`src/rtl/adc_sr_pkg.sv`:
```
`default_nettype none
// ----------------------------------------------------------------------------
// ADC serial readout package
// Types, register indexes, phase codes and sample extension shared by the
// readout controller modules.
// ----------------------------------------------------------------------------
package adc_sr_pkg;

    localparam int SAMPLE_BITS = 24;
    localparam int PC_W        = $clog2(SAMPLE_BITS + 3);
    localparam int CFG_IDX_W   = 3;
    localparam int CFG_DATA_W  = 24;

    localparam logic [23:0] WAIT_MAX = 24'hFFFFFF;

    localparam logic [CFG_IDX_W-1:0] REG_GAIN_CODE      = 3'd0;
    localparam logic [CFG_IDX_W-1:0] REG_FAST_RATE      = 3'd1;
    localparam logic [CFG_IDX_W-1:0] REG_SECOND_CHANNEL = 3'd2;
    localparam logic [CFG_IDX_W-1:0] REG_TEMP_MODE      = 3'd3;
    localparam logic [CFG_IDX_W-1:0] REG_POWER_DOWN     = 3'd4;
    localparam logic [CFG_IDX_W-1:0] REG_TIMEOUT_TICKS  = 3'd5;
    localparam logic [CFG_IDX_W-1:0] REG_HALF_PERIOD    = 3'd6;

    localparam logic [1:0] ACT_TICK     = 2'd0;
    localparam logic [1:0] ACT_READ     = 2'd1;
    localparam logic [1:0] ACT_READ_CAL = 2'd2;

    localparam logic [2:0] PH_IDLE     = 3'd0;
    localparam logic [2:0] PH_WAIT     = 3'd1;
    localparam logic [2:0] PH_HIGH     = 3'd2;
    localparam logic [2:0] PH_LOW      = 3'd3;
    localparam logic [2:0] PH_WAIT_CAL = 3'd4;

    typedef struct packed {
        logic [1:0] action;
        logic       dout_level;
    } t_in_item;

    typedef struct packed {
        logic              sclk;
        logic              pdwn_n;
        logic              speed_pin;
        logic              chan_pin;
        logic              gain0_pin;
        logic              gain1_pin;
        logic              temp_pin;
        logic signed [23:0] sample;
        logic              sample_valid;
        logic              calib_done;
        logic              timed_out;
        logic              busy_res;
    } t_out_item;

    typedef struct packed {
        logic [1:0]  gain_code;
        logic        fast_rate;
        logic        second_channel;
        logic        temp_mode;
        logic        power_down;
        logic [23:0] timeout_ticks;
        logic [7:0]  half_period_ticks;
    } t_cfg;

    typedef struct packed {
        logic [2:0]             phase;
        logic [PC_W-1:0]        pulse_count;
        logic [SAMPLE_BITS-1:0] shift_bits;
        logic [23:0]            wait_count;
        logic [7:0]             half_count;
        logic                   calib_pending;
        logic [23:0]            last_sample;
    } t_state;

    function automatic logic [23:0] extend_sample(input logic [SAMPLE_BITS-1:0] bits);
        logic [23:0] v;
        for (int i = 0; i < 24; i++) begin
            if (i < SAMPLE_BITS) begin
                v[i] = bits[i];
            end else begin
                v[i] = bits[SAMPLE_BITS-1];
            end
        end
        return v;
    endfunction

endpackage
`default_nettype wire

```
`src/rtl/adc_sr_cfg.sv`:
```
`default_nettype none
// ----------------------------------------------------------------------------
// ADC serial readout configuration registers
// Write-only register file holding pin levels and timing settings.
// ----------------------------------------------------------------------------
module adc_sr_cfg (
    input  wire logic                                i_clk,
    input  wire logic                                i_rst_n,
    input  wire logic                                i_cfg_we,
    input  wire logic [adc_sr_pkg::CFG_IDX_W-1:0]    i_cfg_idx,
    input  wire logic [adc_sr_pkg::CFG_DATA_W-1:0]   i_cfg_data,
    output adc_sr_pkg::t_cfg                         o_cfg
);
    import adc_sr_pkg::*;

    t_cfg r_cfg;

    always_ff @(posedge i_clk) begin
        if (!i_rst_n) begin
            r_cfg.gain_code         <= 2'd3;
            r_cfg.fast_rate         <= 1'b0;
            r_cfg.second_channel    <= 1'b0;
            r_cfg.temp_mode         <= 1'b0;
            r_cfg.power_down        <= 1'b0;
            r_cfg.timeout_ticks     <= 24'd500000;
            r_cfg.half_period_ticks <= 8'd1;
        end else if (i_cfg_we) begin
            unique case (i_cfg_idx)
                REG_GAIN_CODE:      r_cfg.gain_code         <= i_cfg_data[1:0];
                REG_FAST_RATE:      r_cfg.fast_rate         <= i_cfg_data[0];
                REG_SECOND_CHANNEL: r_cfg.second_channel    <= i_cfg_data[0];
                REG_TEMP_MODE:      r_cfg.temp_mode         <= i_cfg_data[0];
                REG_POWER_DOWN:     r_cfg.power_down        <= i_cfg_data[0];
                REG_TIMEOUT_TICKS:  r_cfg.timeout_ticks     <= i_cfg_data[23:0];
                REG_HALF_PERIOD:    r_cfg.half_period_ticks <= i_cfg_data[7:0];
                default: ;
            endcase
        end
    end

    assign o_cfg = r_cfg;

endmodule
`default_nettype wire

```
`src/rtl/adc_sr_core.sv`:
```
`default_nettype none
// ----------------------------------------------------------------------------
// ADC serial readout tick logic
// Next-state and result logic for one tick of the readout sequencer.
// ----------------------------------------------------------------------------
module adc_sr_core (
    input  wire adc_sr_pkg::t_cfg     i_cfg,
    input  wire adc_sr_pkg::t_state   i_state,
    input  wire adc_sr_pkg::t_in_item i_item,
    output adc_sr_pkg::t_state        o_state,
    output adc_sr_pkg::t_out_item     o_result
);
    import adc_sr_pkg::*;

    t_state      n;
    logic [23:0] limit;
    logic [7:0]  hp;
    logic [23:0] wc_inc;
    logic [8:0]  hc_inc;
    logic [PC_W-1:0] pc_inc;
    logic        half_done;
    logic        wait_ready;
    logic        wait_tout;
    logic        sclk;
    logic        valid;
    logic        cdone;
    logic        tout;

    assign limit = (i_cfg.timeout_ticks != 24'd0) ? i_cfg.timeout_ticks : 24'd1;
    assign hp    = (i_cfg.half_period_ticks != 8'd0) ? i_cfg.half_period_ticks : 8'd1;

    always_comb begin
        n     = i_state;
        sclk  = 1'b0;
        valid = 1'b0;
        cdone = 1'b0;
        tout  = 1'b0;

        if (n.phase == PH_IDLE &&
            (i_item.action == ACT_READ || i_item.action == ACT_READ_CAL)) begin
            n.calib_pending = (i_item.action == ACT_READ_CAL);
            n.wait_count    = 24'd0;
            n.pulse_count   = '0;
            n.shift_bits    = '0;
            n.phase         = PH_WAIT;
        end

        wc_inc     = (n.wait_count != WAIT_MAX) ? n.wait_count + 24'd1 : n.wait_count;
        wait_ready = !i_item.dout_level;
        wait_tout  = i_item.dout_level && (wc_inc >= limit);
        hc_inc     = {1'b0, n.half_count} + 9'd1;
        half_done  = (hc_inc >= {1'b0, hp});
        pc_inc     = n.pulse_count + PC_W'(1);

        unique case (n.phase)
            PH_IDLE: ;
            PH_WAIT: begin
                if (wait_ready) begin
                    n.phase       = PH_HIGH;
                    n.half_count  = 8'd0;
                    n.pulse_count = '0;
                end else begin
                    n.wait_count = wc_inc;
                    if (wait_tout) begin
                        tout    = 1'b1;
                        n.phase = PH_IDLE;
                    end
                end
            end
            PH_HIGH: begin
                sclk = 1'b1;
                if (half_done) begin
                    if (n.pulse_count < PC_W'(SAMPLE_BITS)) begin
                        n.shift_bits = {n.shift_bits[SAMPLE_BITS-2:0], i_item.dout_level};
                    end
                    n.half_count = 8'd0;
                    n.phase      = PH_LOW;
                end else begin
                    n.half_count = hc_inc[7:0];
                end
            end
            PH_LOW: begin
                if (half_done) begin
                    n.half_count  = 8'd0;
                    n.pulse_count = pc_inc;
                    if (pc_inc < PC_W'(SAMPLE_BITS + 1)) begin
                        n.phase = PH_HIGH;
                    end else if (pc_inc == PC_W'(SAMPLE_BITS + 1)) begin
                        n.last_sample = extend_sample(n.shift_bits);
                        valid         = 1'b1;
                        n.phase       = n.calib_pending ? PH_HIGH : PH_IDLE;
                    end else begin
                        n.wait_count = 24'd0;
                        n.phase      = PH_WAIT_CAL;
                    end
                end else begin
                    n.half_count = hc_inc[7:0];
                end
            end
            PH_WAIT_CAL: begin
                if (wait_ready) begin
                    cdone           = 1'b1;
                    n.calib_pending = 1'b0;
                    n.phase         = PH_IDLE;
                end else begin
                    n.wait_count = wc_inc;
                    if (wait_tout) begin
                        tout            = 1'b1;
                        n.calib_pending = 1'b0;
                        n.phase         = PH_IDLE;
                    end
                end
            end
            default: n.phase = PH_IDLE;
        endcase
    end

    assign o_state = n;

    always_comb begin
        o_result.sclk         = sclk;
        o_result.pdwn_n       = !i_cfg.power_down;
        o_result.speed_pin    = i_cfg.fast_rate;
        o_result.chan_pin     = i_cfg.second_channel;
        o_result.gain0_pin    = i_cfg.gain_code[0];
        o_result.gain1_pin    = i_cfg.gain_code[1];
        o_result.temp_pin     = i_cfg.temp_mode;
        o_result.sample       = n.last_sample;
        o_result.sample_valid = valid;
        o_result.calib_done   = cdone;
        o_result.timed_out    = tout;
        o_result.busy_res     = (n.phase != PH_IDLE);
    end

endmodule
`default_nettype wire

```
`src/rtl/adc_serial_readout_controller.sv`:
```
`default_nettype none
// ----------------------------------------------------------------------------
// ADC serial readout controller
// Host-side sequencer for a 24-bit delta-sigma converter: ready wait with
// timeout, serial clocking of the sample, acknowledge and calibrate pulses.
// ----------------------------------------------------------------------------
// channel  | direction | handshake            | payload
// in       | input     | i_in_valid/o_in_stall | i_in_item  (one tick)
// out      | output    | o_out_valid/i_out_stall | o_out_item (one per tick)
// cfg      | input     | i_cfg_we             | i_cfg_idx, i_cfg_data
//
// One request per cycle unless stalled; each passes input then result register.
// The sequencer state advances as a request moves from input to result register.
// Reset is synchronous and clears handshake, sequencer and configuration state.
// An output stall holds the result and a full input register; o_in_stall rises.
// ----------------------------------------------------------------------------
module adc_serial_readout_controller (
    input  wire logic                              i_clk,
    input  wire logic                              i_rst_n,
    input  wire logic                              i_in_valid,
    output logic                                   o_in_stall,
    input  wire adc_sr_pkg::t_in_item              i_in_item,
    output logic                                   o_out_valid,
    input  wire logic                              i_out_stall,
    output adc_sr_pkg::t_out_item                  o_out_item,
    input  wire logic                              i_cfg_we,
    input  wire logic [adc_sr_pkg::CFG_IDX_W-1:0]  i_cfg_idx,
    input  wire logic [adc_sr_pkg::CFG_DATA_W-1:0] i_cfg_data
);
    import adc_sr_pkg::*;

    t_cfg      cfg;
    t_state    r_state;
    t_state    n_state;
    t_in_item  r_in;
    logic      r_in_valid;
    t_out_item r_out;
    t_out_item n_out;
    logic      r_out_valid;
    logic      out_ready;
    logic      advance;
    logic      in_take;

    adc_sr_cfg u_cfg (
        .i_clk      (i_clk),
        .i_rst_n    (i_rst_n),
        .i_cfg_we   (i_cfg_we),
        .i_cfg_idx  (i_cfg_idx),
        .i_cfg_data (i_cfg_data),
        .o_cfg      (cfg)
    );

    adc_sr_core u_core (
        .i_cfg    (cfg),
        .i_state  (r_state),
        .i_item   (r_in),
        .o_state  (n_state),
        .o_result (n_out)
    );

    assign out_ready  = !r_out_valid || !i_out_stall;
    assign advance    = r_in_valid && out_ready;
    assign o_in_stall = r_in_valid && !out_ready;
    assign in_take    = i_in_valid && !o_in_stall;

    always_ff @(posedge i_clk) begin
        if (!i_rst_n) begin
            r_in_valid  <= 1'b0;
            r_out_valid <= 1'b0;
            r_state     <= '0;
        end else begin
            if (in_take) begin
                r_in_valid <= 1'b1;
            end else if (advance) begin
                r_in_valid <= 1'b0;
            end
            if (advance) begin
                r_out_valid <= 1'b1;
                r_state     <= n_state;
            end else if (out_ready) begin
                r_out_valid <= 1'b0;
            end
        end
    end

    always_ff @(posedge i_clk) begin
        if (in_take) begin
            r_in <= i_in_item;
        end
        if (advance) begin
            r_out <= n_out;
        end
    end

    assign o_out_valid = r_out_valid;
    assign o_out_item  = r_out;

endmodule
`default_nettype wire

```
`config.mk`:
```
export PLATFORM = sky130hd
export DESIGN_NAME = adc_serial_readout_controller
export DESIGN_NICKNAME = d
export VERILOG_FILES = /design/src/rtl/adc_sr_pkg.sv /design/src/rtl/adc_sr_cfg.sv /design/src/rtl/adc_sr_core.sv /design/src/rtl/adc_serial_readout_controller.sv
export SDC_FILE = /design/constraint.sdc
export NUM_CORES = 1
export LEC_CHECK = 0
export BUFFER_PORTS_ARGS = -buffer_cell sky130_fd_sc_hd__buf_2
export CAP_MARGIN = 20
export CORE_MARGIN = 3
export CORE_UTILIZATION = 45
export CTS_BUF_LIST = sky130_fd_sc_hd__clkbuf_4 sky130_fd_sc_hd__clkbuf_8 sky130_fd_sc_hd__clkbuf_16
export CTS_CLUSTER_SIZE = 40
export DETAILED_ROUTE_END_ITERATION = 7
export HOLD_SLACK_MARGIN = 0.1
export PLACE_DENSITY = 0.63
export SETUP_SLACK_MARGIN = 0.02
export SLEW_MARGIN = 25
export SYNTH_ARGS = -nofsm -noshare
export SYNTH_HDL_FRONTEND = slang
export SYNTH_HIERARCHICAL = 1
export SYNTH_SLANG_ARGS = --single-unit
```
`constraint.sdc`:
```
create_clock -name i_clk -period 6.2 [get_ports i_clk]
set_input_delay 1.24 -clock i_clk [delete_from_list [all_inputs] [get_ports i_clk]]
set_output_delay 1.24 -clock i_clk [all_outputs]
set_load 0.01 [all_outputs]
```
==> impl_metrics.csv <==
group,metric,value,unit
outcome,status,"finished clean",
clocking,cts_hold_buf,0,
pwr,peakVddDrop,0.0001284,V
global_route,grt_max_degree,125,
logic_synthesis,synthArstFlopShare,0,%
sta,setup_viol,0,
route,wl,21580,um
sta,period_share,88.09,%
placement,dp_hpwl,14170,um
critical_path,crit_slowest_cell,"or4_2",
cells_and_area,drive_gt1_share,11.57,%
sta,finalHoldViolCount,0,
global_route,met1_usage,23.54,%
worst_hold_path,min_from,"u_cfg/o_cfg[37]",
critical_path,worstPathRequired,6560,ps
global_route,gr-total-overflow,0,
clocking,cts_resized,0,
sta,fmax,183.1,MHz
global_route,busiest_layer,"met2",
logic_synthesis,synth_edf_count,38,
critical_path,cp-start-kind,"flop",
route,post_drt_wl_per_cell,14.40,um
sta,hold-worst-slack,433.7,ps
critical_path,crit_arrival,5820,ps
floorplan,placementRows,54,
floorplan,dieArea,24890,um2
critical_path,rr_startpoint,"r_in[2]",
sta,fin_worst_skew,18.67,ps
clocking,clock_latency,440,ps
floorplan,initial_core_util,46.62,%
sta,rsz0062_at_grt,"no",
cells_and_area,area_growth,5.989,%
pwr,finalPower,2.437,mW
global_route,gr-usage-met3,3.062,%
pwr,combPwrFrac,9.1,%
logic_synthesis,yosysTopAreaCellShare,24.92,%
pwr,seq_power_share,46.8,%
global_route,grt_use_met2,28.52,%
worst_hold_path,hold_end,"o_out_item[29]",
critical_path,crit_fanout,7,
worst_hold_path,hp-class,"reg2reg",
route,drt_iter0_drc,401,
logic_synthesis,synth_ff_type,"dfxtp_1",
floorplan,die_h,157.8,um
pwr,p_leak,4.037,nW
worst_hold_path,holdPathStages,0,
clocking,clock-root-buffer,"clkbuf_16",
pwr,clkPwrFrac,44.0,%
route,vias,8018,
route,viasPerCell,5.349,
sta,final.min_clock_period,5462,ps
sta,maxSlewViolCount,0,
cells_and_area,multi_input_area,5692,um2
pwr,p_sw_share,28.31,%
global_route,grt_pass1_vias,7434,
logic_synthesis,yosys.area.top_type,"dfxtp_1",
clocking,cts.clk_slew.worst_paths,70,ps
job,cap_violations,0,
critical_path,crit_path_end_kind,"flop",
placement,gp_congestion,0.8747,
floorplan,die_x,157.8,um
logic_synthesis,seq_area_frac_synth,35.93,%
critical_path,crit_chain,"ha_1 > or4_2 > nand2_1 > inv_1 > ha_1 > nand3_1 > nor2_1 > and4_1 > nor3_1 > nand3_1 > xor2_1 > ha_1 > a21oi_1 > o21ai_0 > a311o_1 > or3_1 > or2_2 > o41ai_1 > nand2_1 > mux2i_1",
pwr,power_density,221.9,nW/um2
critical_path,cp_num_buf_inv,1,
critical_path,reg2reg_to,"r_state[86]",
cells_and_area,nets,1278,
logic_synthesis,syn_inst,1213,
route,ant_nets,0,
sta,slew_headroom,36.54,%
logic_synthesis,synth_nets,1285,
critical_path,worstSetupPathType,"reg2reg",
global_route,grt_pass1_wl,35850,um
global_route,antenna_found_initial,0,
cells_and_area,fillers,2087,
sta,finalSetupTns,0,ps
critical_path,slowest_delay,710,ps
floorplan,ioPinCount,72,
cells_and_area,register_area,3724,um2
critical_path,critPathTopFamily,"simple AND/OR/NAND/NOR gates",
global_route,grt_usage,17.39,%
placement,io_buffers,71,
logic_synthesis,synth.distinct_cells,72,
route,first_pass_iters,5,
critical_path,crit_top_cell,"ha_1",
logic_synthesis,synth_seq_cells,167,
sta,tightest_slew,951.8,ps
floorplan,core-area,22230,um2
critical_path,worstRegToRegCells,20,
critical_path,reg2reg_slack,740,ps
clocking,cts_max_level,4,
pwr,power.internal,1.747,mW
pwr,switching_power,0.6898,mW
route,drc,0,
logic_synthesis,avgSynthCellArea,8.543,um2
clocking,clockBufferDepth,2,
clocking,cts_tree,"yes",
logic_synthesis,synth.area.top_cells,"dfxtp_1 25%, mux2i_1 15%, nand2_1 12%",
cells_and_area,n_antenna_cell,0,
clocking,cts_setup_buffers,0,
clocking,numCtsBuffers,17,
clocking,clock-sinks,167,
logic_synthesis,synthesis.area,10360,um2
logic_synthesis,ys_warn_count,6,
[worst register-to-register path: cells and delay by family, from the launching register on]
family	cells	cell delay, ps
muxes	1	140
DFF	1	370
buffers and inverters	1	80
AOI/OAI and AO/OA	4	810
adders and majority gates	3	950
xor gates and xnor gates	1	180
and+or+nand+nor	10	2860
[layer usage]
metal / vias up / share of wire (%) / wire (um)
li1: 4131 / - / -
met1: 3709 / 48 / 10460
met2: 153 / 46 / 9995
met3: 25 / 3.6 / 781
met4: 0 / 1.6 / 346
met5: - / 0 / 0
[cells in the final DEF, fill, tap and decap left out, types with 4 or more instances in the layout]
| cell | synthesis | final |
|---|---|---|
| a21oi_1 | 21 | 21 |
| a22o_1 | 8 | 8 |
| and2_1 | 5 | 5 |
| and3_1 | 4 | 4 |
| and4_1 | 7 | 7 |
| buf_2 | 20 | 70 |
| buf_4 | 39 | 10 |
| clkbuf_16 | 0 | 17 |
| clkinv_8 | 0 | 4 |
| dfxtp_1 | 129 | 129 |
| edfxtp_1 | 38 | 38 |
| ha_1 | 37 | 37 |
| inv_1 | 44 | 44 |
| inv_6 | 0 | 5 |
| mux2i_1 | 157 | 157 |
| nand2_1 | 334 | 334 |
| nand3_1 | 32 | 32 |
| nand4_1 | 20 | 20 |
| nor2_1 | 53 | 53 |
| nor2b_1 | 23 | 23 |
| nor3_1 | 10 | 10 |
| nor4_1 | 11 | 11 |
| o211ai_1 | 4 | 4 |
| o21a_1 | 5 | 5 |
| o21ai_0 | 38 | 38 |
| o21ai_1 | 10 | 10 |
| o22ai_1 | 4 | 4 |
| or3_1 | 4 | 4 |
| or4_1 | 9 | 8 |
| or4_4 | 4 | 4 |
| xnor2_1 | 10 | 10 |
| xor2_1 | 20 | 20 |
[cells in the mapped netlist, types with 3 or more instances]
cell type and instances:
nand2_1 334, o21a_1 5, buf_6 4, and4bb_2 3, dfxtp_1 129, o211ai_1 4, o21bai_1 3, nand4b_1 3
or3_1 4, a21oi_1 21, clkbuf_1 29, o41ai_1 3, xor2_1 20, mux2i_1 157, edfxtp_1 38, ha_1 37
a21boi_0 3, inv_1 44, o22ai_1 4, o21ai_0 38, xnor2_1 10, a211o_1 3, and4_1 7, and2_1 5
nor2_1 53, o21ai_1 10, nor2b_1 23, nand2b_1 3, a211oi_1 3, or4_1 9, nor3_1 10, a22o_1 8
buf_2 20, nor4_1 11, buf_12 11, buf_4 39, or4_4 4, nand3_1 32, nand4_1 20, buf_1 3
and3_1 4
[power groups by stage]
stage	registers [mW]	logic, mW	clock network [mW]
2_1_floorplan	1.17	0.173	0
3_3_place_gp	1.17	0.222	0
3_5_place_dp	1.17	0.223	0
4_1_cts	1.14	0.223	1.10
5_1_grt	1.14	0.243	1.15
6_report	1.14	0.223	1.07
[cell families (layout without fill, tap and decap cells)]
| group | Yosys count | after routing | synth area share (%) |
|---|---|---|---|
| AO/OA/AOI/OAI | 127 | 127 | 8.271 |
| XOR/XNOR | 30 | 30 | 2.536 |
| adder cells (fa/ha/maj) | 37 | 37 | 4.467 |
| buffers and inverters | 152 | 158 | 9.297 |
| flip-flops | 167 | 167 | 35.93 |
| multiplexers | 158 | 158 | 15.27 |
| AND/OR/NAND/NOR | 542 | 542 | 24.22 |
[area by class of cell]
| type | instances | area share [%] |
|---|---|---|
| Inverter | 44 | 1.504 |
| Timing Repair Buffer | 82 | 4.158 |
| Clock inverter | 15 | 1.549 |
| Sequential cell | 167 | 33.90 |
| Clock buffer | 17 | 3.873 |
| Multi-Input combinational cell | 894 | 51.82 |
| Tap cell | 280 | 3.190 |
[flip-flops by register name, summed over array words and instances (netlist names)]
register,flops
o_out_item,35
o_out_valid,1
r_in,3
r_in_valid,1
r_state,89
u_cfg/o_cfg,38
[worst max-delay path by stage]
stage / startpoint / end / slack, ps / depth (start not counted)
2_1_floorplan: r_in[2] / r_state[86] / 920 / 23
3_3_place_gp: r_in[1] / r_state[86] / 930 / 21
3_5_place_dp: r_in[2] / r_state[86] / 750 / 20
4_1_cts: r_in[2] / r_state[86] / 750 / 20
5_1_grt: r_in[1] / r_state[86] / 330 / 21
6_report: r_in[2] / r_state[86] / 740 / 20
[through the flow]
stage / std cells / setup WS [ps] / utilization [%] / instance area [um2]
6_report: 1499 / 738.1 / 49.41 / 10980
2_1_floorplan: 1213 / 917.0 / - / 10360
4_1_cts: 1499 / 748.3 / 49.38 / 10980
3_5_place_dp: 1467 / 754.6 / 46.70 / 10380
3_3_place_gp: 1467 / 928.1 / 46.70 / 10380
5_1_grt: 1499 / 330.2 / 49.41 / 10980
(Power assumes the default switching activity.)
